--- src/hdl/hlpf_pkg.sv ---
// types and constants of the heatmap local peak finder
// no dependencies; used by every module of the block
package hlpf_pkg;

  localparam int VALUE_BITS = 16;
  localparam int COL_OUT_W  = 10;
  localparam int ROW_W      = 10;
  localparam int DIM_W      = 11;
  localparam int CFG_IDX_W  = 2;
  localparam int CFG_DATA_W = 16;

  // register indexes of the configuration port
  localparam logic [CFG_IDX_W-1:0] CFG_MAP_WIDTH  = 2'd0;
  localparam logic [CFG_IDX_W-1:0] CFG_MAP_HEIGHT = 2'd1;
  localparam logic [CFG_IDX_W-1:0] CFG_THRESHOLD  = 2'd2;

  // reset values and limits
  localparam logic [DIM_W-1:0] MAP_WIDTH_RST  = 11'd368;
  localparam logic [DIM_W-1:0] MAP_HEIGHT_RST = 11'd368;
  localparam logic [DIM_W-1:0] MIN_DIM        = 11'd3;
  localparam logic [DIM_W-1:0] MAX_HEIGHT     = 11'd1024;

  typedef logic signed [VALUE_BITS-1:0] value_t;

  // 0.1 in Q1.14, rounded down
  localparam value_t THRESHOLD_RST = 16'sd1638;

  typedef struct packed {
    value_t smoothed_value;
    value_t raw_value;
    logic   frame_start;
  } hlpf_in_t;

  typedef struct packed {
    logic [COL_OUT_W-1:0] peak_column;
    logic [ROW_W-1:0]     peak_row;
    value_t               peak_value;
  } hlpf_out_t;

  // cross window around the candidate pixel
  typedef struct packed {
    value_t center;
    value_t up;
    value_t down;
    value_t left;
    value_t right;
  } hlpf_win_t;

endpackage

--- src/hdl/hlpf_peak_eval.sv ---
// four-neighbour maximum test with threshold
// depends on hlpf_pkg
module hlpf_peak_eval (
  input  hlpf_pkg::hlpf_win_t win,
  input  hlpf_pkg::value_t    threshold,
  input  logic                in_window,
  output logic                is_peak
);
  import hlpf_pkg::*;

  // strict compares against all four neighbours and the threshold
  always_comb begin
    is_peak = in_window &&
              (win.center > win.up) && (win.center > win.down) &&
              (win.center > win.left) && (win.center > win.right) &&
              (win.center > threshold);
  end

endmodule

--- config.mk ---
export PLATFORM = sky130hd
export DESIGN_NAME = hlpf_peak_eval
export DESIGN_NICKNAME = d
export VERILOG_FILES = /design/src/hdl/hlpf_pkg.sv /design/src/hdl/hlpf_peak_eval.sv
export SDC_FILE = /design/constraint.sdc
export NUM_CORES = 1
export LEC_CHECK = 0
export ABC_AREA = 0
export ABC_CLOCK_PERIOD_IN_PS = 3200
export BUFFER_PORTS_ARGS = -buffer_cell sky130_fd_sc_hd__buf_2
export CAP_MARGIN = 30
export CORE_UTILIZATION = 50
export DETAILED_ROUTE_END_ITERATION = 7
export PLACE_DENSITY = 0.85
export SLEW_MARGIN = 20
export SYNTH_ARGS = -nofsm -noshare
export SYNTH_HDL_FRONTEND = slang
export SYNTH_SLANG_ARGS = --single-unit
export TNS_END_PERCENT = 5
--- constraint.sdc ---
create_clock -name vclk -period 3.2
set_clock_uncertainty 0.1 [all_clocks]
set_input_delay 0.48 -clock vclk [all_inputs]
set_output_delay 0.48 -clock vclk [all_outputs]
set_load 0.05 [all_outputs]
==> impl_results.md <==
* Total congestion overflow at 0
* Sequential Area at 0 um2
* Fin crit period at 3.145 ns
* Pwr Total at 0.3374 mW
* Final WS setup at 0.05532 ns
* Status: complete, no violations
* Final Hold Violating Endpoints at 0
* Worst Tran Pin Value at 0.4502 ns
* PwrDens at 123.1 mW/mm2
* Initial antenna violation count at 0
* Cell Count Post-Placement at 432
* Fmax at 318.0 MHz
* Gr usage total at 0.2532
* TNS Setup at 0 ns
* Register area share after synthesis at 0
* Length of routed met2 wiring at 2625 um
* Avg Cell Area, Syn at 7.369 um2
* Unique masters post-synth at 31
* Setup CP Type: input pin to primary output
* P_leak at 1.726 nW
* Rel. slew slack at 0.6951
* Drt via density at 5.363
* Synthesized area at 0.002063 mm2
* Number of cells on the worst hold path at 5
* Synth warnings at 0
* CP required at 2.62 ns
* Fin area at 0.002740 mm2
* Post-CTS setup buffer count at 0
* Ports at 98
* Starting DRT DRC Count at 53
* Post-layout util at 0.7213
* IO Port Bufs at 98
* RSZ-0062 raised after global routing: no
* Met3 wire length at 234 um
* Non-Filler Instances at 432
* Vias post-DR at 2317
* Initial core utilization at 0.5431
* Critical Path Fanout Max at 5
* Worst Hold Class: input pin to primary output
* Final ANT Viol Nets at 0
* Area of the multi-input gates at 0.001831 mm2
* Die height at 66.24 um
* Max Cap Viol at 0
* Worst Path Arrival at 2.56 ns
* Placed Area at 0.002668 mm2
* Detailed Route WL at 5453 um
* # setup viols final at 0
* Routed wire length per instance at 12.62 um
* Final Cycle Share at 0.9827
* Drt drc at 0
* Antenna diodes at 0
* Area Growth Syn to Fin at 32.81%
* Chip Width at 66.24 um
* CP Launch Type: input pin
* Largest net degree at the start of global routing at 6
* Worst hold slack at 1.371 ns
* Share of cells above drive strength 1 at 0.2995
* Max layer used: met4
* Peak supply drop at 0.06496 mV
* FILL cells at 323
* DR pass1 iterations at 4
* Cells after Synth at 280
* GP Congestion at 0.8748
* Synth Net Count at 457
* DPL Wire Length at 4999 um
* Vias in the first global route at 2146
* WL met1 at 2496 um
* CORE AREA at 0.003799 mm2
* Pins over their slew limit at 0
* First-pass GRT wire length at 8866 um
* Num sequential at 0
* Total Nets Final at 563
* Clock buffer cells at 0
* Critical path capture point type: primary output
* Hold_buf cts at 0
* Die Footprint at 0.004387 mm2
* Post-Place Worst Slack at -0.04197 ns
* Rows at 22
[final timing paths]
| check | start | endpoint |
|---|---|---|
| setup / recovery | win[79] | is_peak |
| hold / removal | in_window | is_peak |
[repair_timing]
item,CTS,global route
endpoints found under the setup margin,1,1
gates resized for setup,1,9
pin swaps,0,1
cloned,0,0
endpoints found under the hold margin,0,0
[metal layers]
layer / GRT usage / vias to the layer above
met5: 0 / -
met4: 0.04787 / 0
met3: 0.003448 / 10
met2: 0.4783 / 73
met1: 0.3175 / 1027
li1: - / 1207
[worst max-delay path, cell delays in order]
cell	delay, ns
buf_2	0.15
ha_4	0.29
nand4_2	0.12
or4_4	0.58
a21oi_4	0.15
a211o_1	0.14
o311ai_1	0.13
nor4_4	0.32
buf_6	0.20
[Yosys cell counts (5+ instances only)]
master	n	area, um2
nand4_1	16	100.1
a21oi_1	23	115.1
nand2_1	10	37.54
nor2_1	6	22.52
nor2b_1	5	31.28
nor4_1	5	31.28
o211ai_1	5	37.54
inv_1	82	307.8
a21o_1	10	75.07
ha_1	80	1001
[power breakdown]
group	switching (mW)	internal, mW	leakage [nW]	total, mW
Clock	0	0	0	0
Sequential	0	0	0	0
Combinational	0.176	0.162	1.73	0.337
[layout make-up]
type | count | area share
Timing Repair Buffer | 104 | 0.1977
Multi-Input combinational cell | 198 | 0.6680
Tap cell | 48 | 0.02192
Inverter | 82 | 0.1123
[kinds of logic after synthesis]
| logic type | share of synthesized area |
|---|---|
| buffers and inverters | 0.1492 |
| adders and majority gates | 0.4851 |
| AOI/OAI and AO/OA | 0.2098 |
| and+or+nand+nor | 0.1510 |
| muxes | 0.004852 |
[cells in the final DEF, fill, tap and decap left out]
cell type  synthesis  layout
a21oi_4            0       1
nor4_4             0       1
o22ai_1            1       1
or4_1              1       1
a21oi_1           23      23
nand2_1           10      10
a211oi_1           2       2
inv_1             82      82
a2111oi_0          4       3
buf_4              0       6
o21ai_0            4       4
ha_4               0       3
o21bai_1           1       1
nand3_1            4       4
o2111ai_1          1       1
a21o_1            10      10
o21ai_1            1       1
o21a_1             2       2
a2111o_1           2       2
mux2i_1            1       1
a21oi_2            2       1
nand4_1           16      16
o221ai_1           2       2
nor2_1             6       6
ha_1              80      77
nor2b_1            5       5
o211ai_1           5       5
a2111oi_4          0       1
or2_4              0       1
buf_2              0      97
o311ai_1           1       1
or4_4              1       1
buf_6              0       1
nand4_2            2       2
nand2b_1           1       1
a211o_1            3       3
nor4_1             5       5
(Power assumes the default switching activity.)
